==> config.mk <==
export PLATFORM = sky130hd
export DESIGN_NAME = r2y_ram
export DESIGN_NICKNAME = d
export VERILOG_FILES = /design/src/hdl/r2y_ram.sv
export SDC_FILE = /design/constraint.sdc
export NUM_CORES = 1
export LEC_CHECK = 0
export CAP_MARGIN = 0
export CORE_MARGIN = 2
export CORE_UTILIZATION = 54
export CTS_CLUSTER_DIAMETER = 50
export CTS_CLUSTER_SIZE = 20
export DETAILED_ROUTE_END_ITERATION = 10
export DONT_BUFFER_PORTS = 1
export GPL_ROUTABILITY_DRIVEN = 0
export PLACE_DENSITY = 0.8
export SYNTH_ARGS = -nofsm -noshare
export SYNTH_HDL_FRONTEND = slang
export SYNTH_SLANG_ARGS = --single-unit
export TNS_END_PERCENT = 30
==> constraint.sdc <==
create_clock -name clk -period 1.8 [get_ports clk]
set_input_delay 0.36 -clock clk [delete_from_list [all_inputs] [get_ports clk]]
set_output_delay 0.36 -clock clk [all_outputs]
set_load 0.01 [all_outputs]
==> src/hdl/r2y_ram.sv <==
module r2y_ram #(
  parameter int DATA_W = 8,
  parameter int DEPTH  = 16,
  localparam int ADDR_W = (DEPTH > 1) ? $clog2(DEPTH) : 1
) (
  input  logic              clk,
  input  logic              we,
  input  logic [ADDR_W-1:0] waddr,
  input  logic [DATA_W-1:0] wdata,
  input  logic              re,
  input  logic [ADDR_W-1:0] raddr,
  output logic [DATA_W-1:0] rdata
);

  logic [DATA_W-1:0] mem [DEPTH];
  logic [DATA_W-1:0] rdata_r;

  always_ff @(posedge clk) begin
    if (we) begin
      mem[waddr] <= wdata;
    end
    if (re) begin
      rdata_r <= mem[raddr];
    end
  end

  assign rdata = rdata_r;

endmodule

-- Word-level counts from Yosys, hierarchy flattened
Memory sizes are Yosys's and may differ from the RTL's. A register that Yosys moved wholly into a read port is not among the register bits.
Cells that the tools add are included.
- memories kept: 1
- RAM bits: 128
- flip-flop bits (word level): 0
- logic and storage cells: 3
- mux-type cells: 2
- memory list (memory ; words ; width ; read ports ; clocked after memory_dff ; wr ports ; RTL line ; text):
    mem ; 16 ; 8 ; 1 ; 1 ; 1 ; 15 ; logic [DATA_W-1:0] mem [DEPTH];
- operators with widths (operator ; count):
    $mux 1 ; 2

-- Longest topological paths before layout
- word-level depth: 2
- mapped depth: 5

-- Worst setup path after synthesis
OpenSTA, ideal clock, no wires.
- path kind: input-to-reg
- from: in waddr[2]
- to: mem mem[0][0] (enable)
- stages on the path: 2
- slack: -0.053 ns
- path buffers: 0
- arrival time: 1.470 ns
- path through: or3b_2 nor3_1
- RTL lines (element ; RTL line ; text):
    start, declared ; 8 ; input logic [ADDR_W-1:0] waddr,
    end, declared ; 15 ;
No word-level cell before the write port.

==> impl_results.html <==
<table>
<tr><th>Metric</th><th>Value</th></tr>
<tr><th colspan="2">Power</th></tr>
<tr><td>Relative contribution of sequential cells to total power</td><td>0.495</td></tr>
<tr><td>PwrDens</td><td>approximately 1200 nW/um^2</td></tr>
<tr><td>Part of the total power dissipated in combinational logic</td><td>0.035</td></tr>
<tr><td>Part of the total power dissipated in the clock network</td><td>0.470</td></tr>
<tr><td>Switching power summed over all nets</td><td>0.00146 W</td></tr>
<tr><td>IR drop worst, VDD</td><td>approximately 0.56 mV</td></tr>
<tr><td>Power Total</td><td>between 0.007 and 0.008 W</td></tr>
<tr><td>Total internal power</td><td>approximately 0.0058 W</td></tr>
<tr><td>Switching share of total power</td><td>0.201</td></tr>
<tr><td>P_leak</td><td>a little over 2 nW</td></tr>
<tr><th colspan="2">Worst setup path</th></tr>
<tr><td>Worst reg2reg path endpoint</td><td>rdata[2]</td></tr>
<tr><td>Depth of the worst register-to-register path</td><td>3</td></tr>
<tr><td>Worst setup path endpoint</td><td>rdata[2]</td></tr>
<tr><td>Crit path DAT</td><td>1.79 ns</td></tr>
<tr><td>Crit-path max FO</td><td>1</td></tr>
<tr><td>CP Data Required Time</td><td>2.07 ns</td></tr>
<tr><td>Type of element launching the critical path</td><td>flip-flop</td></tr>
<tr><td>Sort of element at the end of the critical path</td><td>flip-flop</td></tr>
<tr><td>Worst setup path start</td><td>mem[0][2]</td></tr>
<tr><td>Worst Setup Path Type</td><td>flip-flop to flip-flop</td></tr>
<tr><td>Worst reg-to-reg setup slack</td><td>around 0.27 ns</td></tr>
<tr><td>Startpoint of the most critical register-to-register path</td><td>mem[0][2]</td></tr>
<tr><th colspan="2">Cells and area</th></tr>
<tr><td># diodes</td><td>0</td></tr>
<tr><td>Most common cell after layout, fill and taps aside</td><td>sky130_fd_sc_hd__edfxtp_1</td></tr>
<tr><td>Sequential standard cell area</td><td>4080 um^2</td></tr>
<tr><td>Share of final-layout standard cells stronger than drive strength 1</td><td>0.248</td></tr>
<tr><td>Top library cells by usage in the layout, fill and taps aside</td><td>sky130_fd_sc_hd__edfxtp_1 (136), sky130_fd_sc_hd__mux4_2 (18), sky130_fd_sc_hd__buf_4 (18), sky130_fd_sc_hd__a22oi_1 (16), sky130_fd_sc_hd__clkbuf_16 (16)</td></tr>
<tr><td>Final Instance Count excl. Fillers</td><td>407</td></tr>
<tr><td>Number of fillers in the final layout</td><td>~550</td></tr>
<tr><td>Layout overhead on the synthesized area</td><td>17.2%</td></tr>
<tr><td>Multi-input logic area</td><td>1060 um^2</td></tr>
<tr><td>Final core utilization</td><td>0.657</td></tr>
<tr><td>Final net count</td><td>~280</td></tr>
<tr><th colspan="2">Logic synthesis</th></tr>
<tr><td>Yosys synthesis warning count</td><td>0</td></tr>
<tr><td>Sequential fraction of the synthesis area</td><td>0.781</td></tr>
<tr><td>Net count after synthesis</td><td>between 200 and 250</td></tr>
<tr><td>Cell Area, Synth</td><td>5230 um^2</td></tr>
<tr><td>Number of instances in the synthesized netlist</td><td>around 230</td></tr>
<tr><td>Count of unique library cells instantiated by Yosys</td><td>18</td></tr>
<tr><td>Per-instance average area after synthesis</td><td>22.8 um^2</td></tr>
<tr><td>Synth Register Bits</td><td>136</td></tr>
<tr><th colspan="2">Min path</th></tr>
<tr><td>Min-Delay Path Class</td><td>input port to flip-flop</td></tr>
<tr><th colspan="2">Floorplan</th></tr>
<tr><td>Placement Rows</td><td>35</td></tr>
<tr><td>DIE HEIGHT</td><td>around 100 um</td></tr>
<tr><td>I/O pin count</td><td>27</td></tr>
<tr><td>Effective utilization at floorplan</td><td>0.560</td></tr>
<tr><td>Area inside the core boundary</td><td>just over 9000 um^2</td></tr>
<tr><td>Full die area</td><td>about 10000 um^2</td></tr>
<tr><td>Horizontal extent of the die</td><td>102 um</td></tr>
<tr><th colspan="2">CTS</th></tr>
<tr><td>Gates resized, CTS repair</td><td>0</td></tr>
<tr><td>CTS H-Tree Depth</td><td>4</td></tr>
<tr><td>Root buf cell</td><td>sky130_fd_sc_hd__clkbuf_8</td></tr>
<tr><td>TritonCTS Buffers</td><td>17</td></tr>
<tr><td>Source-to-sink clock delay at the later pin of the worst-skew pair</td><td>between 0.5 and 0.6 ns</td></tr>
<tr><td>Clock tree from TritonCTS</td><td>yes</td></tr>
<tr><td>Clock slew at the register clock pins of the worst setup and hold paths</td><td>0.06 ns</td></tr>
<tr><td>Maximum buffer depth of the clock tree</td><td>2</td></tr>
<tr><td>Number of sinks on the clock net</td><td>around 140</td></tr>
<tr><th colspan="2">Drt</th></tr>
<tr><td>Starting DRC count in detailed routing</td><td>~170</td></tr>
<tr><td>Post-DRT Antenna Nets</td><td>0</td></tr>
<tr><td>Count of unresolved DRC violations after routing</td><td>0</td></tr>
<tr><td>Total wirelength of the detailed-routed design</td><td>between 9000 and 10000 um</td></tr>
<tr><td>Vias per cell</td><td>about 6.0</td></tr>
<tr><td>Wire length per cell</td><td>approximately 24 um</td></tr>
<tr><td>1st-pass router iterations</td><td>5</td></tr>
<tr><td>Routed vias</td><td>about 2.4k</td></tr>
<tr><th colspan="2">Timing</th></tr>
<tr><td>Total Negative Setup Slacks</td><td>0 ns</td></tr>
<tr><td>Number of setup violations in the final report</td><td>0</td></tr>
<tr><td>Worst-case headroom to the max-slew limit</td><td>0.578</td></tr>
<tr><td>Clock Skews</td><td>just over 0.007 ns</td></tr>
<tr><td>Slew at the pin closest to its max-slew limit</td><td>between 0.6 and 0.7 ns</td></tr>
<tr><td>Hold Vio Cnt, Final</td><td>0</td></tr>
<tr><td>Final setup margin</td><td>0.275 ns</td></tr>
<tr><td>Fmax</td><td>roughly 0.66 GHz</td></tr>
<tr><td>RSZ-0062 raised after global routing</td><td>no</td></tr>
<tr><td>Portion of the clock cycle consumed by the worst path in the final layout</td><td>0.847</td></tr>
<tr><td>Min Clock Period, post-route</td><td>around 1.5 ns</td></tr>
<tr><td>Number of pins exceeding their max-slew limit in the final report</td><td>0</td></tr>
<tr><th colspan="2">Global route</th></tr>
<tr><td>Total congestion overflow after global routing</td><td>0</td></tr>
<tr><td>Antenna violations before repair</td><td>0</td></tr>
<tr><td>Largest net degree at the start of global routing</td><td>33</td></tr>
<tr><td>Vias in the first global route</td><td>approximately 2.6k</td></tr>
<tr><td>Wire length of the first global-routing pass</td><td>between 15000 and 20000 um</td></tr>
<tr><td>Total Routing Usage GR</td><td>0.211</td></tr>
<tr><th colspan="2">Run</th></tr>
<tr><td>Max-cap viol count</td><td>0</td></tr>
<tr><th colspan="2">Placement</th></tr>
<tr><td>Count of buffers inserted at the top-level ports</td><td>0</td></tr>
<tr><td>Placed cells</td><td>366</td></tr>
<tr><td>Post-detailed-placement half-perimeter wirelength</td><td>around 5600 um</td></tr>
<tr><td>Pre-CTS WS</td><td>around 0.28 ns</td></tr>
<tr><th colspan="2">Status</th></tr>
<tr><td>Outcome</td><td>completed</td></tr>
</table>
==> cell usage after synthesis, drive strengths merged <==
master,count,area (um^2)
nor2b,1,6.26
nor3,4,20.0
and2,1,6.26
and2b,1,7.51
nand2b,2,12.5
mux4,32,773
a22oi,16,120
buf,7,56.3
or3b,1,8.76
nor2,13,48.8
nand2,9,33.8
nand3,1,5.00
nand3b,2,15.0
edfxtp,136,4080
clkdlybuf4s25,3,30.0
==> per-layer routing <==
metal,track usage,wire [um]
met5,0,0
met3,0.0657,622
met2,0.334,5180
met1,0.275,3940
met4,0.0903,108
==> state kept, by name, indices dropped and copies added, names as in the netlist <==
register  cells
mem         128
rdata         8
==> worst min path at each step <==
stage	from	end	slack, ns	cells after the start
finish	raddr[1]	rdata[2]	0.21	3
global route	waddr[1]	mem[0][7]	0.20	2
CTS	raddr[1]	rdata[2]	0.18	3
detailed placement	wdata[7]	mem[14][7]	0.46	0
global placement	wdata[1]	mem[7][1]	0.46	0
floorplan	wdata[0]	mem[0][0]	0.46	0
==> timing repair <==
item | CTS | global route
setup buffers | 0 | 0
hold buffers | 9 | 0
hold endpoints to repair | 136 | 0
==> cell type report <==
type	count	area share
flip-flops and latches	136	0.667
repair buffers	27	0.0368
clock inverters	14	0.0284
well taps	129	0.0264
clock buffers	18	0.0682
multi-input cells	83	0.173
==> power groups by stage <==
stage	logic (W)	registers (W)	clock network, W
2_1_floorplan	0.000180	0.00366	0
6_report	0.000251	0.00360	0.00342
3_3_place_gp	0.000189	0.00366	0
4_1_cts	0.000253	0.00360	0.00346
5_1_grt	0.000271	0.00361	0.00358
3_5_place_dp	0.000191	0.00367	0
==> worst max-delay path: stages, from the launching register on <==
cell,delay [ns]
sky130_fd_sc_hd__edfxtp_1,0.38
sky130_fd_sc_hd__mux4_1,0.52
sky130_fd_sc_hd__a22oi_1,0.30
sky130_fd_sc_hd__nand2_1,0.08
==> through the flow <==
| step | instance area (um^2) | hold slack, ns |
|---|---|---|
| floorplan | 5230 | 0.459 |
| global placement | 5440 | 0.460 |
| detailed placement | 5440 | 0.460 |
| CTS | 6120 | 0.180 |
| global route | 6120 | 0.198 |
| finish | 6120 | 0.212 |
==> cell families after synthesis <==
group,synth area share
AO/OA/AOI/OAI,0.0230
flip-flops,0.781
multiplexers,0.148
AND/OR/NAND/NOR,0.0314
buffers and inverters,0.0165
Power figures use the tool's default switching activity.
