$ cat config.mk
export PLATFORM = sky130hd
export DESIGN_NAME = r2y_cfg
export DESIGN_NICKNAME = d
export VERILOG_FILES = /design/src/hdl/r2y_pkg.sv /design/src/hdl/r2y_cfg.sv
export SDC_FILE = /design/constraint.sdc
export NUM_CORES = 1
export LEC_CHECK = 0
export BUFFER_PORTS_ARGS = -buffer_cell sky130_fd_sc_hd__buf_2
export CAP_MARGIN = 10
export CORE_UTILIZATION = 52
export CTS_CLUSTER_SIZE = 20
export DETAILED_ROUTE_END_ITERATION = 6
export PLACE_DENSITY = 0.85
export SYNTH_ARGS = -nofsm -noshare
export SYNTH_HDL_FRONTEND = slang
export SYNTH_SLANG_ARGS = --single-unit
export TNS_END_PERCENT = 5
$ cat constraint.sdc
create_clock -name clk -period 4.49 [get_ports clk]
set_input_delay 0.898 -clock clk [delete_from_list [all_inputs] [get_ports clk]]
set_output_delay 0.898 -clock clk [all_outputs]
set_load 0.1 [all_outputs]
$ cat src/hdl/r2y_pkg.sv
package r2y_pkg;

  // Default frame limits, handed to the top level as parameter defaults.
  localparam int DEF_MAX_WIDTH  = 4096;
  localparam int DEF_MAX_HEIGHT = 4096;

  // Field widths.
  localparam int COMP_W        = 8;
  localparam int SIZE_W        = 13;
  localparam int LSTRIDE_W     = 13;
  localparam int CSTRIDE_W     = 12;
  localparam int LUMA_ADDR_W   = 24;
  localparam int CHROMA_ADDR_W = 22;
  localparam int DIM_W         = 14;
  localparam int PAIR_W        = COMP_W + 1;
  localparam int QUAD_W        = COMP_W + 2;
  localparam int MATH_W        = 16;

  // Configuration port.
  localparam int APB_DATA_W = 32;
  localparam int APB_ADDR_W = 4;

  // Register reset values.
  localparam logic [SIZE_W-1:0]    RST_FRAME_WIDTH   = 13'd640;
  localparam logic [SIZE_W-1:0]    RST_FRAME_HEIGHT  = 13'd480;
  localparam logic [LSTRIDE_W-1:0] RST_LUMA_STRIDE   = 13'd640;
  localparam logic [CSTRIDE_W-1:0] RST_CHROMA_STRIDE = 12'd320;

  // BT.601 integer coefficients.
  localparam logic [MATH_W-1:0] Y_R_COEF     = 16'd66;
  localparam logic [MATH_W-1:0] Y_G_COEF     = 16'd129;
  localparam logic [MATH_W-1:0] Y_B_COEF     = 16'd25;
  localparam logic [MATH_W-1:0] ROUND_OFS    = 16'd128;
  localparam logic [COMP_W-1:0] LUMA_OFS     = 8'd16;
  localparam logic [MATH_W-1:0] CB_R_COEF    = 16'd38;
  localparam logic [MATH_W-1:0] CB_G_COEF    = 16'd74;
  localparam logic [MATH_W-1:0] CB_B_COEF    = 16'd112;
  localparam logic [MATH_W-1:0] CR_R_COEF    = 16'd112;
  localparam logic [MATH_W-1:0] CR_G_COEF    = 16'd94;
  localparam logic [MATH_W-1:0] CR_B_COEF    = 16'd18;
  // Rounding term plus a bias of 128 in the integer part, so that the
  // arithmetic shift and the +128 become a plain unsigned bit select.
  localparam logic [MATH_W-1:0] CHROMA_BIAS  = 16'd32896;

  typedef enum logic [1:0] {
    REG_FRAME_WIDTH   = 2'd0,
    REG_FRAME_HEIGHT  = 2'd1,
    REG_LUMA_STRIDE   = 2'd2,
    REG_CHROMA_STRIDE = 2'd3
  } reg_idx_t;

  typedef struct packed {
    logic [COMP_W-1:0] red;
    logic [COMP_W-1:0] green;
    logic [COMP_W-1:0] blue;
  } in_item_t;

  typedef struct packed {
    logic [COMP_W-1:0]        luma;
    logic [LUMA_ADDR_W-1:0]   luma_address;
    logic                     chroma_valid;
    logic [COMP_W-1:0]        chroma_u;
    logic [COMP_W-1:0]        chroma_v;
    logic [CHROMA_ADDR_W-1:0] chroma_address;
    logic                     frame_last;
  } out_item_t;

  // Frame geometry as the datapath sees it: sizes are already clamped and
  // given as the index of the last column and row.
  typedef struct packed {
    logic [DIM_W-1:0]     width_last;
    logic [DIM_W-1:0]     height_last;
    logic [LSTRIDE_W-1:0] luma_stride;
    logic [CSTRIDE_W-1:0] chroma_stride;
  } cfg_t;

  // Horizontal pair sums as stored in the line buffer.
  typedef struct packed {
    logic [PAIR_W-1:0] blue;
    logic [PAIR_W-1:0] green;
    logic [PAIR_W-1:0] red;
  } pair_t;

endpackage

$ cat src/hdl/r2y_cfg.sv
module r2y_cfg
  import r2y_pkg::*;
#(
  parameter int MAX_WIDTH  = DEF_MAX_WIDTH,
  parameter int MAX_HEIGHT = DEF_MAX_HEIGHT
) (
  input  logic                  clk,
  input  logic                  rst_n,
  input  logic                  psel,
  input  logic                  penable,
  input  logic                  pwrite,
  input  logic [APB_ADDR_W-1:0] paddr,
  input  logic [APB_DATA_W-1:0] pwdata,
  output logic [APB_DATA_W-1:0] prdata,
  output logic                  pready,
  output cfg_t                  cfg
);

  logic [SIZE_W-1:0]    frame_width_r, frame_width_nxt;
  logic [SIZE_W-1:0]    frame_height_r, frame_height_nxt;
  logic [LSTRIDE_W-1:0] luma_stride_r, luma_stride_nxt;
  logic [CSTRIDE_W-1:0] chroma_stride_r, chroma_stride_nxt;
  logic                 wr_en;
  reg_idx_t             reg_idx;
  logic [DIM_W-1:0]     fw_ext;
  logic [DIM_W-1:0]     fh_ext;

  assign pready  = 1'b1;
  assign wr_en   = psel && penable && pwrite && pready;
  assign reg_idx = reg_idx_t'(paddr[3:2]);

  always_comb begin
    frame_width_nxt   = frame_width_r;
    frame_height_nxt  = frame_height_r;
    luma_stride_nxt   = luma_stride_r;
    chroma_stride_nxt = chroma_stride_r;
    if (wr_en) begin
      unique case (reg_idx)
        REG_FRAME_WIDTH:   frame_width_nxt   = pwdata[SIZE_W-1:0];
        REG_FRAME_HEIGHT:  frame_height_nxt  = pwdata[SIZE_W-1:0];
        REG_LUMA_STRIDE:   luma_stride_nxt   = pwdata[LSTRIDE_W-1:0];
        REG_CHROMA_STRIDE: chroma_stride_nxt = pwdata[CSTRIDE_W-1:0];
        default:           frame_width_nxt   = frame_width_r;
      endcase
    end
  end

  always_ff @(posedge clk) begin
    if (!rst_n) begin
      frame_width_r   <= RST_FRAME_WIDTH;
      frame_height_r  <= RST_FRAME_HEIGHT;
      luma_stride_r   <= RST_LUMA_STRIDE;
      chroma_stride_r <= RST_CHROMA_STRIDE;
    end else begin
      frame_width_r   <= frame_width_nxt;
      frame_height_r  <= frame_height_nxt;
      luma_stride_r   <= luma_stride_nxt;
      chroma_stride_r <= chroma_stride_nxt;
    end
  end

  always_comb begin
    unique case (reg_idx)
      REG_FRAME_WIDTH:   prdata = APB_DATA_W'(frame_width_r);
      REG_FRAME_HEIGHT:  prdata = APB_DATA_W'(frame_height_r);
      REG_LUMA_STRIDE:   prdata = APB_DATA_W'(luma_stride_r);
      REG_CHROMA_STRIDE: prdata = APB_DATA_W'(chroma_stride_r);
      default:           prdata = '0;
    endcase
  end

  // A size of zero acts as one, a size above the maximum as the maximum.
  assign fw_ext = DIM_W'(frame_width_r);
  assign fh_ext = DIM_W'(frame_height_r);

  always_comb begin
    if (fw_ext == '0) begin
      cfg.width_last = '0;
    end else if (fw_ext > DIM_W'(MAX_WIDTH)) begin
      cfg.width_last = DIM_W'(MAX_WIDTH - 1);
    end else begin
      cfg.width_last = fw_ext - DIM_W'(1);
    end
    if (fh_ext == '0) begin
      cfg.height_last = '0;
    end else if (fh_ext > DIM_W'(MAX_HEIGHT)) begin
      cfg.height_last = DIM_W'(MAX_HEIGHT - 1);
    end else begin
      cfg.height_last = fh_ext - DIM_W'(1);
    end
    cfg.luma_stride   = luma_stride_r;
    cfg.chroma_stride = chroma_stride_r;
  end

endmodule

-- Word-level counts from Yosys, hierarchy flattened
Index checks and enable logic that the tools add are counted.
- register bits after elaboration: 51
- input port bits: 41
- output and inout port bits: 86
- word-level logic and storage cells: 25
- add/sub/neg operators: 2
- magnitude comparators: 2
- equal/unequal tests: 3
- multiplexer cells: 5
- reduce and logical (&&, ||, !) cells: 9
- operators by type and width (operator ; number):
    one-hot mux 32 bit (4 select lines) ; 1
    2-to-1 mux 14 bit ; 4
    logical NOT 14 bit ; 2
    subtractor 13 x 1 -> 14 bit (second input constant) ; 2
    > comparator 13 bit (second input constant) ; 2
    AND reduction 2 bit ; 4
    equality test 2 bit (second input constant) ; 2
    equality test 2 x 1 -> 1 bit (second input constant) ; 1
    logical AND 1 bit ; 2
    logical NOT 2 bit ; 1

-- Logic depth before layout (Yosys ltp)
- depth after elaboration: 3
- gate-level depth with buffers: 7
- depth with buffers taken out: 6

-- Worst setup path before layout
No wires, ideal clock.
- path kind: flip-flop to output port
- start point: register frame_width_r[0]
- end point: output port cfg[47] (netlist bit)
- arrival time: 4.821 ns
- data required time: 3.592 ns
- setup slack: -1.229 ns
- cell stages (with the launch flop): 6
- cells stage by stage: dfxtp_1 inv_1 ha_1 or4b_2 buf_4 o311ai_0
- RTL lines (item ; line ; RTL):
    from (decl) ; r2y_cfg.sv:19 ; logic [SIZE_W-1:0] frame_width_r, frame_width_nxt;
    from (signal assigned) ; r2y_cfg.sv:55 ; frame_width_r <= frame_width_nxt;
    to (decl) ; r2y_cfg.sv:16 ; output cfg_t cfg

==> results.txt <==
Critical Path AT -> 2.75 ns
DR WL/cell -> 15.15 microns
share of the yosys chip area belonging to registers -> 0.3384
outcome -> finished clean
Tmin final -> 3.648 ns
most frequent cells in the layout -> 84 x nand2_1, 83 x buf_2, 51 x dfxtp_1, 31 x a21boi_0, 22 x conb_1
Core ar. -> 5540 sq um
Synth Area per Inst -> 8.474 sq um
proportion of layout cells with a drive suffix above 1 -> 0.2576
Syn Inst Count -> 356
CTS clock-pin slew for the worst setup and hold paths -> 0.08 ns
sw power -> 0.0003973 W
clock skew -> 0 ns
initial antenna violation count -> 0
final worst path period share -> 0.8124
number of H-tree branching levels -> 2
max-slew violation count -> 0
Clock Power Share -> 0.247
Post-synth top flop -> dfxtp_1
Slew HR -> 0.3848
die height -> 78.17 microns
Avg Vias per Cell -> 5.597
Hold Slack -> 0.4882 ns
worst-path fanout max -> 7
number of gates resized after CTS -> 0
Final setup viols -> 0
most common cell after layout, fill and taps aside -> nand2_1
cell area after synthesis -> 3017 sq um
Max Freq -> 274.1 MHz
PortBufs -> 83
drt pass-1 iters -> 4
CTS buffer count -> 5
RSZ-0062 raised after global routing -> no
vias -> 2793
total track usage -> 0.2566
Final Worst Setup Slack -> 0.8423 ns
CTS Hold Bufs -> 0
endpoints failing hold -> 0
DRC violations left -> 0
Layout Cells excl Fill -> 499
CTS root buf -> clkbuf_8
dpl ws -> 1.192 ns
Yosys top cell area share -> 0.3384
Final ANT Viol Nets -> 0
WP data required -> 3.59 ns
Peak VDD IR -> 0.2173 mV
largest area contributor in the netlist -> dfxtp_1
Layout area overhead -> 14.81%
Site Rows -> 27
post-synth cell types -> 47
Clk Latency, worst-skew pair -> 0.29 ns
global-route wire length before repair -> 12.41 mm
Post-CTS Setup Repair Bufs -> 0
diodes inserted -> 0
Seq pwr share -> 0.462
hpwl dp -> 5.699 mm
Pwr Density -> 292.1 nW/um^2
DIE WIDTH -> 78.17 microns
largest net degree at the start of global routing -> 52
Yosys reg bits -> 51
Worst Hold Class -> reg -> reg
logic gate share of total power -> 0.291
Setup crit end kind -> output port
CTS Buffer Depth -> 2
vias in the first global route -> 2545
top cells by area, synth -> dfxtp_1 34%, nand2_1 10%, mux4_2 8.2%, a21boi_0 7.7%, buf_4 5.7%
Post-synth EDFFs -> 0
WL final -> 7.560 mm
Die Area -> 6110 sq um
Startpoint Class -> flip-flop
Initial DRC Count -> 165
DP Cell Count -> 491
GR Overflow Total -> 0
CTS tree -> built
Internal Power -> 0.0006144 W
max cap viols -> 0
ys async rst share -> 0
Nets -> 469
critical path type -> reg -> out
Top Ports -> 127
YS warnings -> 0
Initial Util -> 0.5445
RePlAce Congestion -> 0.7962
Sink Count -> 51
Least-Margin Pin Slew -> 0.9188 ns
Switching Fraction -> 0.3927
Pleak -> 1.396 nW
## flip-flops by register name (all words and copies together), names as in the netlist
register and cells:
frame_height_r 13, luma_stride_r 13, frame_width_r 13, chroma_stride_r 12
## kinds of logic after synthesis
family          share of synthesized area
simple gates                       0.2426
compound gates                     0.1460
flops                              0.3384
buf+inv                           0.08959
mux                                0.1406
xor+xnor                          0.03194
fa+ha+maj                        0.008294
other cells                      0.002490
## per-stage QoR
stage	setup TNS [ns]	util	cell area, sq um	power [W]
6_report	0	0.6251	3463	0.001012
5_1_grt	0	0.6251	3463	0.001045
2_1_floorplan	-0.2390	-	3098	0.0007454
3_5_place_dp	0	0.6104	3382	0.0007708
4_1_cts	0	0.6251	3463	0.001012
3_3_place_gp	0	0.6104	3382	0.0007677
## cell type report
cell class | count | area (sq um)
Tap cell | 72 | 90.09
Timing Repair Buffer | 84 | 422.9
Fill cell | 478 | 2077
Clock inverter | 1 | 5.005
Inverter | 7 | 26.28
Clock buffer | 7 | 76.32
Sequential cell | 51 | 1021
Multi-Input combinational cell | 277 | 1822
## power groups by stage
stage          Sequential, W  Combinational (W)  Clock [W]
2_1_floorplan       0.000497           0.000248          0
3_3_place_gp        0.000477           0.000291          0
3_5_place_dp        0.000477           0.000293          0
4_1_cts             0.000467           0.000294   0.000252
5_1_grt             0.000468           0.000305   0.000272
6_report            0.000467           0.000294   0.000250
## path summary, 6_finish.rpt
path	startpoint	end	slack, ns	depth (start not counted)
setup reg to reg	frame_width_r[11]$_SDFFE_PN0P_	frame_width_r[11]$_SDFFE_PN0P_	3.62	2
hold / removal	chroma_stride_r[0]$_SDFFE_PN0P_	chroma_stride_r[0]$_SDFFE_PN0P_	0.49	2
hold reg to reg	chroma_stride_r[0]$_SDFFE_PN0P_	chroma_stride_r[0]$_SDFFE_PN0P_	0.49	2
setup / recovery	frame_height_r[0]$_SDFFE_PN0P_	cfg[26]	0.84	7
## cells in the mapped netlist (2+ instances only)
cell type / number
xor2_1: 4
a41oi_1: 2
dfxtp_1: 51
mux4_2: 11
nand2_1: 84
and3_1: 2
xnor2_1: 7
a21boi_0: 31
o21ai_0: 8
buf_4: 23
nor4_1: 4
ha_1: 2
nor3_1: 9
conb_1: 2
clkbuf_1: 13
mux2i_1: 15
inv_1: 7
buf_2: 3
nor3b_1: 4
buf_1: 2
nor2b_1: 13
a21oi_1: 10
nor2_1: 8
nand3b_1: 4
nand3_1: 14
a31oi_1: 2
## routing by layer
| layer | vias up | track usage | wire length, microns |
|---|---|---|---|
| met5 | - | 0 | 0 |
| met4 | 0 | 0.09074 | 115 |
| met3 | 10 | 0.03837 | 546 |
| met2 | 133 | 0.4114 | 3507 |
| met1 | 1313 | 0.3515 | 3390 |
| li1 | 1337 | - | - |
## critical path: stages, from the launching register on
cell and delay (ns):
dfxtp_1 0.38, inv_1 0.11, ha_1 0.23, nor3b_1 0.38
nand2_1 0.24, nor3_1 0.59, o21ai_0 0.20, buf_2 0.33
Note: power is estimated with default switching activity, not from simulation.
