<file path="config.mk">
export PLATFORM = sky130hd
export DESIGN_NAME = r2y_chroma
export DESIGN_NICKNAME = d
export VERILOG_FILES = /design/src/hdl/r2y_pkg.sv /design/src/hdl/r2y_chroma.sv
export SDC_FILE = /design/constraint.sdc
export NUM_CORES = 1
export LEC_CHECK = 0
export BUFFER_PORTS_ARGS = -buffer_cell sky130_fd_sc_hd__buf_2
export CAP_MARGIN = 20
export CELL_PAD_IN_SITES_DETAIL_PLACEMENT = 0
export CELL_PAD_IN_SITES_GLOBAL_PLACEMENT = 1
export CORE_MARGIN = 10
export CORE_UTILIZATION = 53
export DETAILED_ROUTE_END_ITERATION = 8
export PLACE_DENSITY_LB_ADDON = 0.08
export RECOVER_POWER = 100
export SLEW_MARGIN = 20
export SYNTH_ARGS = -nofsm -noshare
export SYNTH_HDL_FRONTEND = slang
export SYNTH_SLANG_ARGS = --single-unit
</file>
<file path="constraint.sdc">
create_clock -name vclk -period 9.8
set_clock_uncertainty 0.05 [all_clocks]
set_input_delay 0.49 -clock vclk [all_inputs]
set_output_delay 0.49 -clock vclk [all_outputs]
set_load 0.03 [all_outputs]
</file>
<file path="src/hdl/r2y_pkg.sv">
package r2y_pkg;

  // Default frame limits, handed to the top level as parameter defaults.
  localparam int DEF_MAX_WIDTH  = 4096;
  localparam int DEF_MAX_HEIGHT = 4096;

  // Field widths.
  localparam int COMP_W        = 8;
  localparam int SIZE_W        = 13;
  localparam int LSTRIDE_W     = 13;
  localparam int CSTRIDE_W     = 12;
  localparam int LUMA_ADDR_W   = 24;
  localparam int CHROMA_ADDR_W = 22;
  localparam int DIM_W         = 14;
  localparam int PAIR_W        = COMP_W + 1;
  localparam int QUAD_W        = COMP_W + 2;
  localparam int MATH_W        = 16;

  // Configuration port.
  localparam int APB_DATA_W = 32;
  localparam int APB_ADDR_W = 4;

  // Register reset values.
  localparam logic [SIZE_W-1:0]    RST_FRAME_WIDTH   = 13'd640;
  localparam logic [SIZE_W-1:0]    RST_FRAME_HEIGHT  = 13'd480;
  localparam logic [LSTRIDE_W-1:0] RST_LUMA_STRIDE   = 13'd640;
  localparam logic [CSTRIDE_W-1:0] RST_CHROMA_STRIDE = 12'd320;

  // BT.601 integer coefficients.
  localparam logic [MATH_W-1:0] Y_R_COEF     = 16'd66;
  localparam logic [MATH_W-1:0] Y_G_COEF     = 16'd129;
  localparam logic [MATH_W-1:0] Y_B_COEF     = 16'd25;
  localparam logic [MATH_W-1:0] ROUND_OFS    = 16'd128;
  localparam logic [COMP_W-1:0] LUMA_OFS     = 8'd16;
  localparam logic [MATH_W-1:0] CB_R_COEF    = 16'd38;
  localparam logic [MATH_W-1:0] CB_G_COEF    = 16'd74;
  localparam logic [MATH_W-1:0] CB_B_COEF    = 16'd112;
  localparam logic [MATH_W-1:0] CR_R_COEF    = 16'd112;
  localparam logic [MATH_W-1:0] CR_G_COEF    = 16'd94;
  localparam logic [MATH_W-1:0] CR_B_COEF    = 16'd18;
  // Rounding term plus a bias of 128 in the integer part, so that the
  // arithmetic shift and the +128 become a plain unsigned bit select.
  localparam logic [MATH_W-1:0] CHROMA_BIAS  = 16'd32896;

  typedef enum logic [1:0] {
    REG_FRAME_WIDTH   = 2'd0,
    REG_FRAME_HEIGHT  = 2'd1,
    REG_LUMA_STRIDE   = 2'd2,
    REG_CHROMA_STRIDE = 2'd3
  } reg_idx_t;

  typedef struct packed {
    logic [COMP_W-1:0] red;
    logic [COMP_W-1:0] green;
    logic [COMP_W-1:0] blue;
  } in_item_t;

  typedef struct packed {
    logic [COMP_W-1:0]        luma;
    logic [LUMA_ADDR_W-1:0]   luma_address;
    logic                     chroma_valid;
    logic [COMP_W-1:0]        chroma_u;
    logic [COMP_W-1:0]        chroma_v;
    logic [CHROMA_ADDR_W-1:0] chroma_address;
    logic                     frame_last;
  } out_item_t;

  // Frame geometry as the datapath sees it: sizes are already clamped and
  // given as the index of the last column and row.
  typedef struct packed {
    logic [DIM_W-1:0]     width_last;
    logic [DIM_W-1:0]     height_last;
    logic [LSTRIDE_W-1:0] luma_stride;
    logic [CSTRIDE_W-1:0] chroma_stride;
  } cfg_t;

  // Horizontal pair sums as stored in the line buffer.
  typedef struct packed {
    logic [PAIR_W-1:0] blue;
    logic [PAIR_W-1:0] green;
    logic [PAIR_W-1:0] red;
  } pair_t;

endpackage

</file>
<file path="src/hdl/r2y_chroma.sv">
module r2y_chroma
  import r2y_pkg::*;
(
  input  logic              en,
  input  logic [COMP_W-1:0] avg_r,
  input  logic [COMP_W-1:0] avg_g,
  input  logic [COMP_W-1:0] avg_b,
  output logic [COMP_W-1:0] cb,
  output logic [COMP_W-1:0] cr
);

  logic [MATH_W-1:0] ar, ag, ab;
  logic [MATH_W-1:0] cb_sum, cr_sum;

  assign ar = MATH_W'(avg_r);
  assign ag = MATH_W'(avg_g);
  assign ab = MATH_W'(avg_b);

  // With the bias the sums never go negative and never pass 16 bits.
  assign cb_sum = CHROMA_BIAS + CB_B_COEF * ab - CB_R_COEF * ar - CB_G_COEF * ag;
  assign cr_sum = CHROMA_BIAS + CR_R_COEF * ar - CR_G_COEF * ag - CR_B_COEF * ab;

  assign cb = en ? cb_sum[MATH_W-1:MATH_W-COMP_W] : '0;
  assign cr = en ? cr_sum[MATH_W-1:MATH_W-COMP_W] : '0;

endmodule

</file>
======== Word level (Yosys, flattened, before mapping) ========
Index checks and enable logic that the tools add are counted.
cells by class
  multipliers ............................. 6
  mux-type cells .......................... 2
  add/sub/neg operators ................... 6
operator list
  kind                                               count
  adder 16 x 15 -> 16 bit (first input constant)     2
  subtractor 16 x 15 -> 16 bit                       2
  multiplier 6 x 8 -> 14 bit (first input constant)  2
  multiplier 3 x 8 -> 11 bit (first input constant)  2
  2-to-1 mux 8 bit                                   2
  subtractor 16 x 13 -> 16 bit                       1
  subtractor 16 x 14 -> 16 bit                       1
  multiplier 5 x 8 -> 13 bit (first input constant)  1
  multiplier 4 x 8 -> 12 bit (first input constant)  1
word-level totals
  bits in registers ....................... 0
  word-level logic and storage cells ...... 14
  output and inout bits ................... 16
  input bits .............................. 25

======== Logic depth before layout (Yosys ltp) ========
Gate-level depths: netlist of the first run.
  word-level depth ........................ 5
  mapped depth ............................ 22
  gate-level depth less buffers ........... 22

======== Worst setup path before layout of the first run ========
No wires, ideal clock.
  kind .................................... in2out
  start point ............................. input avg_g[5]
  end point ............................... output cr[7]
  data required time ...................... 9.260 ns
  stages .................................. 19
  path slack .............................. 3.501 ns
  buffers on the path ..................... 0
  data arrival time ....................... 5.759 ns
  path through ............................ fa_1 > inv_1 > fa_1 > fa_1 > inv_1 > ha_1 > a21oi_2 > a21boi_0 > a2111oi_0 > nor2_1 > xnor2_1 > fa_1 > ha_1 > ha_1 > a21o_1 > a21o_1 > a221o_1 > a21oi_1 > mux2_2
between the ends
  word-level cells in the longest chain between the ends .. 4
ends and longest elaborated chain
  item                          RTL line          text
  start: declaration            r2y_chroma.sv:6   input logic [COMP_W-1:0] avg_g,
  multiplier 6 x 8 -> 14 bit    r2y_chroma.sv:21  assign cr_sum = CHROMA_BIAS + CR_R_COEF * ar - CR_G_COEF * ag - CR_B_COEF * ab;
  subtractor 16 x 15 -> 16 bit  r2y_chroma.sv:21
  subtractor 16 x 13 -> 16 bit  r2y_chroma.sv:21
  2-to-1 mux 8 bit              r2y_chroma.sv:24  assign cr = en ? cr_sum[MATH_W-1:MATH_W-COMP_W] : '0;
  end: declaration              r2y_chroma.sv:9   output logic [COMP_W-1:0] cr
No other way between the ends.

======== Worst setup path in the final report of the first run ========
Ends and elaborated chain as after synthesis.

==> flow_summary.yaml, run 1 <==
placed_design:
  gp_congestion: 0.895
  port_buffers: 41
  hpwl_um: 11000
  pre_cts_slack_ns: 2.89
routing:
  drc: 0
  drtIter0Drc: 170
  wl_per_cell_um: 14.4
  vias: 4538
  vias_per_cell: 5.45
  wirelength_um: 12000
  ant_nets: 0
  drt_pass1_iterations: 4
sta:
  rsz0062_at_grt: "false"
  hold_viol_final: 0
  setup_viol: 0
  period_share_pct: 71.8
  max_freq_mhz: 142
  relSlewSlack_pct: 60.3
  drv_slew: 0
  tightest_slew_ns: 0.580
  min_period_ns: 7.03
  whs_ns: 1.50
  final.setup.worst_slack_ns: 2.77
  setup_tns_ns: 0
synthesis:
  yosysTopAreaCell: "ha_1"
  syn_inst: 657
  yosysSeqAreaShare_pct: 0
  syn_area_per_cell_um2: 8.52
  synth_cell_types: 50
  synthDominantCellAreaShare_pct: 34.6
  yosysWarningCount: 0
  synth_area_um2: 5600
  synth_nets: 898
  synth_area_leaders: "ha_1 35%, fa_1 22%, inv_1 9.2%"
floorplan:
  die_h_um: 123
  die-area_um2: 15100
  start_util_pct: 54.2
  coreArea_um2: 10300
  die_w_um: 123
  rows: 37
  io_pins: 41
cells_and_area:
  fillers: 1003
  nNetsFinal: 940
  seq_area_um2: 0
  seq_cells: 0
  drive_gt1_share_pct: 5.02
  insertedDiodeCount: 0
  clock_buffers: 0
  multi_input_area_um2: 5070
  area_growth_pct: 6.23
clock_network:
  cts.repair.resized: 0
  postCtsSetupRepairBufs: 0
  ctsHoldBuffers: 0
worst_setup_path:
  cp_max_fo: 7
  crit_type: "in2out"
  critPathBufInv: 4
  crit_required_ns: 9.26
  slowest_delay_ns: 0.56
  cp_cell_sequence: "buf_2 -> fa_1 -> inv_1 -> fa_1 -> fa_1 -> inv_1 -> ha_1 -> a21oi_1 -> a21boi_0 -> a2111oi_0 -> nor2_1 -> xnor2_1 -> fa_1 -> ha_1 -> ha_1 -> a21o_1 -> a21o_1 -> a221o_1 -> a21oi_1 -> mux2_2 -> clkbuf_1"
  crit_slowest_cell: "a2111oi_0"
  cp_common_cell: "fa_1"
  arrival_ns: 6.49
  crit_start: "avg_g[5]"
  cp-start-kind: "primary input"
  setup.worst_path.end_class: "output pin"
  crit_family: "adder cells"
job:
  cap_viol_max_count: 0
grt:
  first_global_vias: 4526
  grt_pass1_wl_um: 20700
  grt_remaining_overflow: 0
  groute.usage.overall_pct: 16.3
  grt_max_degree: 16
  antenna_found_initial: 0
worst_hold_path:
  min_to: "cr[6]"
  hp-start: "en"
  hold_depth: 4
  hold_path_class: "in2out"
run_status:
  status: "finished clean"
[Yosys cell counts (2+ instances only)]
library cell	count
a21o_1	17
o21a_1	13
xor2_1	15
nand4_1	5
nand4b_1	2
or4_1	3
fa_1	61
a21boi_0	4
nand3b_1	3
ha_1	155
nor2b_1	5
a221o_1	2
o21bai_1	5
nand3_1	7
nor4_1	5
o211a_1	2
nor2_1	27
o211ai_1	2
and3b_1	2
nor3_1	20
o21ai_0	20
a211oi_1	3
nand2b_1	9
xnor2_1	27
and3_1	2
o31ai_1	3
a21oi_1	39
o2bb2ai_1	2
nand2_1	29
mux2i_1	7
inv_1	137
a31oi_1	5
o41ai_1	2
[logic make-up after synthesis]
family | synth area share, %
compound gates | 14.9
xor+xnor | 6.57
fa+ha+maj | 56.4
buf+inv | 9.32
mux | 1.45
simple gates | 11.4
[cell usage in the layout (no fill, tap or decap), drive strengths merged, types with 4 or more instances in the layout]
master  Yosys  layout
o21ai      21      21
a21oi      40      40
xor2       15      15
nand2b      9       9
mux2i       7       7
nor3       20      20
o21bai      5       5
a21o       17      17
fa         61      61
nor2b       5       5
o21a       13      13
ha        155     155
buf         0      26
nand3       7       7
inv       137     137
xnor2      27      27
clkbuf      1      15
nor4        5       5
or4         4       4
nand2      29      29
a21boi      4       4
nor2       27      27
a31oi       6       6
nand4       5       5
[layer usage]
layer | vias to the layer above | GRT usage (%) | share of wire [%]
met5 | - | 0 | 0
met1 | 2155 | 21.7 | 46
met3 | 8 | 0.643 | 3.0
met2 | 56 | 28.9 | 50
li1 | 2319 | - | -
met4 | 0 | 2.28 | 1.4
[through the flow]
step	instance area [um2]	util, %	cells
6_report	5950	57.6	833
5_1_grt	5950	57.6	833
4_1_cts	5970	57.8	833
3_5_place_dp	5970	57.8	833
3_3_place_gp	5970	57.8	833
2_1_floorplan	5600	-	657
[area by class of cell]
cell class,instances,area share [%]
inverters,138,8.71
multi-input cells,518,85.3
well taps,136,2.86
repair buffers,41,3.13
[worst max-delay path by stage]
stage	endpoint	slack, ns	depth (start not counted)
after global routing	cr[7]	2.35	21
after CTS	cr[7]	2.86	21
after floorplan	cr[7]	3.50	19
after global placement	cr[7]	2.96	21
final	cr[7]	2.77	21
after detailed placement	cr[7]	2.89	21
Power of run 1 is not shown: default switching activity piles up to over one toggle a cycle in this logic, so the estimate is an artifact.
==> inputs of run 2 (changes only) <==
- CORE_UTILIZATION: 53 -> 45
- clock period: 9.8 -> 6.37 ns (I/O delays scaled with it)
==> run 2 against run 1 <==
Net effect: die area up 15%; count of clock-buffer cells in the layout stayed put; sequential share of layout area unchanged; wire length up 3.0%; worst hold slack lost 0.36 ns; critical path depth unchanged; utilization fell by 7.1 points.
==> flow_summary.yaml, run 2 (same netlist as run 1, synthesis figures left out) <==
cells_and_area:
  area_growth_pct: 9.36
  seq_area_um2: 0
  clock_buffers: 0
  layout_common_cells: "153 x ha_1, 136 x inv_1, 61 x fa_1, 39 x a21oi_1, 29 x nand2_1"
  fin_util_pct: 50.6
  fillers: 1254
  nNetsFinal: 949
  drive_gt1_share_pct: 7.51
  layout_commonest_cell: "ha_1"
  multi_input_area_um2: 5140
  seq_cells: 0
  insertedDiodeCount: 0
worst_setup_path:
  cp-start-kind: "primary input"
  setup.worst_path.end_class: "output pin"
  crit_required_ns: 6.00
  cp_max_fo: 6
  arrival_ns: 5.73
  crit_start: "avg_g[4]"
  crit_type: "in2out"
  cp-endpoint: "cr[7]"
floorplan:
  die-area_um2: 17300
  start_util_pct: 46.2
  io_pins: 41
  rows: 40
  die_w_um: 132
  coreArea_um2: 12100
  die_h_um: 132
placed_design:
  port_buffers: 41
  hpwl_um: 11300
  gp_congestion: 0.876
grt:
  grt_pass1_wl_um: 20600
  groute.usage.overall_pct: 13.6
  antenna_found_initial: 0
  grt_max_degree: 16
  first_global_vias: 4428
  grt_remaining_overflow: 0
routing:
  highest_layer: "met3"
  vias: 4494
  dr_wl_met3_um: 218
  vias_per_cell: 5.14
  wl_met2_um: 6180
  wirelength_um: 12300
  drc: 0
  drtIter0Drc: 99
  met1Wirelength_um: 5910
  drt_pass1_iterations: 4
  ant_nets: 0
  wl_per_cell_um: 14.1
job:
  cap_viol_max_count: 0
sta:
  drv_slew: 0
  hold_viol_final: 0
  relSlewSlack_pct: 66.6
  max_freq_mhz: 164
  period_share_pct: 95.7
  min_period_ns: 6.10
  tightest_slew_ns: 0.494
  setup_viol: 0
  rsz0062_at_grt: "false"
worst_hold_path:
  hold_path_class: "in2out"
run_status:
  status: "finished clean"
run 2: critical path: stages:
cell       delay (ns)
buf_2            0.16
fa_1             0.50
fa_1             0.49
inv_1            0.05
fa_1             0.53
inv_1            0.04
ha_1             0.31
and4_2           0.26
a2111oi_4        0.35
buf_4            0.17
nor2_1           0.05
xnor2_2          0.16
fa_1             0.43
ha_1             0.29
ha_1             0.31
a21o_1           0.18
a21o_1           0.17
a221o_1          0.33
a21oi_1          0.12
mux2_2           0.34
buf_2            0.17
run 2: repair_timing:
action | in CTS | in global routing
gates resized for setup | 1 | 9
setup buffers | 0 | 1
cloned | 0 | 0
hold buffers | 0 | 0
endpoints found under the setup margin | 1 | 3
pin swaps | 0 | 3
run 2: layer usage:
metal  up-vias  global-route usage [%]
met2        44                    24.9
met3         0                   0.534
met4         0                       0
li1       2341                       -
met5         -                       0
met1      2109                    18.3
run 2: cell type report:
type	instances	share of cell area, %
well taps	168	3.43
inverters	138	8.46
multi-input cells	518	83.9
repair buffers	50	4.23
run 2: worst min path at each step:
stage | startpoint | end | cells past startpoint
2_1_floorplan | en | cb[3] | 2
3_3_place_gp | en | cb[7] | 4
3_5_place_dp | en | cb[7] | 4
4_1_cts | en | cb[7] | 4
5_1_grt | en | cr[6] | 4
6_report | en | cr[6] | 4
run 2: per-stage QoR:
step                      setup slack (ns)  cells  instance area (um2)  hold slack, ns  TNS [ns]
after CTS                           0.0451    873                 6080            1.13         0
after detailed placement           -0.0198    873                 6070            1.13   -0.0198
after global routing                0.0156    874                 6120            1.18         0
after global placement              0.0815    873                 6070            1.11         0
final                                0.272    874                 6120            1.14         0
after floorplan                      0.414    657                 5600           0.841         0
Power of run 2 is left out for the same reason.
==> inputs of run 3 (changes only) <==
- CORE_UTILIZATION: 45 -> 50
- SKIP_LAST_GASP: unset -> 1
- clock period: 6.37 -> 6.25 ns (I/O delays scaled with it)
==> run 3 against run 2 <==
Net effect: final cell count shrank 2.7%; final area grew 1.1%; setup slack lost 0.031 ns; sequential cell count is the same; die area shrank 8.5%; wire length is essentially flat; non-clock buffer count grew 4; largest cell class unchanged.
==> flow_summary.yaml, run 3 (same netlist as run 1, synthesis figures left out) <==
worst_setup_path:
  arrival_ns: 5.65
  cp-start-kind: "primary input"
  crit_required_ns: 5.89
  crit_type: "in2out"
  setup.worst_path.end_class: "output pin"
  cp_max_fo: 6
floorplan:
  start_util_pct: 51.4
  coreArea_um2: 10900
  die_h_um: 126
  die-area_um2: 15800
  rows: 38
  die_w_um: 126
  io_pins: 41
grt:
  first_global_vias: 4509
  grtUsageMet3_pct: 0.503
  grt_busiest_layer: "met2"
  use_met2_pct: 26.7
  groute.usage.overall_pct: 14.9
  grt_max_degree: 16
  antenna_found_initial: 0
  grt_remaining_overflow: 0
  use_met1_pct: 20.3
  grt_pass1_wl_um: 20700
cells_and_area:
  area_growth_pct: 10.6
  seq_area_um2: 0
  fillers: 1029
  seq_cells: 0
  layout_commonest_cell: "ha_1"
  insertedDiodeCount: 0
  drive_gt1_share_pct: 9.30
  nNetsFinal: 953
  design_area_um2: 6190
  multi_input_area_um2: 5200
  fin_util_pct: 56.9
  clock_buffers: 0
  layout_common_cells: "147 x ha_1, 137 x inv_1, 60 x fa_1, 39 x a21oi_1, 29 x nand2_1"
sta:
  whs_ns: 1.11
  final.setup.worst_slack_ns: 0.241
  period_share_pct: 96.1
  max_freq_mhz: 166
  setup_viol: 0
  min_period_ns: 6.01
  relSlewSlack_pct: 67.9
  hold_viol_final: 0
  tightest_slew_ns: 0.476
  drv_slew: 0
placed_design:
  pre_cts_slack_ns: -0.101
  place_area_um2: 6060
  gp_congestion: 0.929
  hpwl_um: 11200
  port_buffers: 41
run_status:
  status: "finished clean"
routing:
  vias_per_cell: 5.34
  drt_pass1_iterations: 5
  drc: 0
  ant_nets: 0
  wl_per_cell_um: 14.5
  drtIter0Drc: 161
  vias: 4536
  wirelength_um: 12300
worst_hold_path:
  hold_path_class: "in2out"
job:
  cap_viol_max_count: 0
==> run 3: cell count changes in the layout (fill, tap and decap cells not counted), sizes merged <==
cell / before / now
buf: 34 / 40
clkbuf: 16 / 14
==> run 3: worst paths after layout <==
| path | start | to | slack [ns] | cells past startpoint |
|---|---|---|---|---|
| hold / removal | en | cb[7] | 1.11 | 4 |
| setup / recovery | avg_g[5] | cr[7] | 0.24 | 21 |
==> run 3: metal layers <==
| layer | wire length [um] | up-vias |
|---|---|---|
| met4 | 82 | 0 |
| met5 | 0 | - |
| met2 | 6100 | 61 |
| li1 | - | 2342 |
| met3 | 300 | 6 |
| met1 | 5830 | 2127 |
==> run 3: final cells by class <==
type / count / share of cell area, %
tap: 140 / 2.83
multi-input combinational: 518 / 84.0
inverter: 138 / 8.36
timing repair buffer: 54 / 4.77
==> run 3: timing repair <==
item,4_1_cts,5_1_grt
hold buffers,0,0
setup endpoints to repair,2,4
resized for setup,2,18
buffers inserted,0,2
pin swaps,0,10
==> run 3: critical path, cell delays in order <==
cell and delay (ns):
clkbuf_4 0.16, fa_1 0.54, inv_1 0.05, fa_1 0.46
fa_1 0.54, inv_1 0.06, ha_4 0.25, and4_2 0.25
a2111oi_4 0.34, buf_4 0.16, nor2_1 0.05, xnor2_2 0.21
fa_1 0.45, ha_1 0.29, ha_1 0.21, a21o_1 0.16
a21o_1 0.17, a221o_1 0.33, a21oi_1 0.13, mux2_2 0.35
buf_4 0.17
==> run 3: metrics by stage <==
step	setup TNS [ns]	instances
after CTS	0	848
after global routing	-0.00554	850
after detailed placement	-0.101	848
after global placement	-0.000767	848
after floorplan	0	657
final	0	850
Power of run 3 is left out for the same reason.
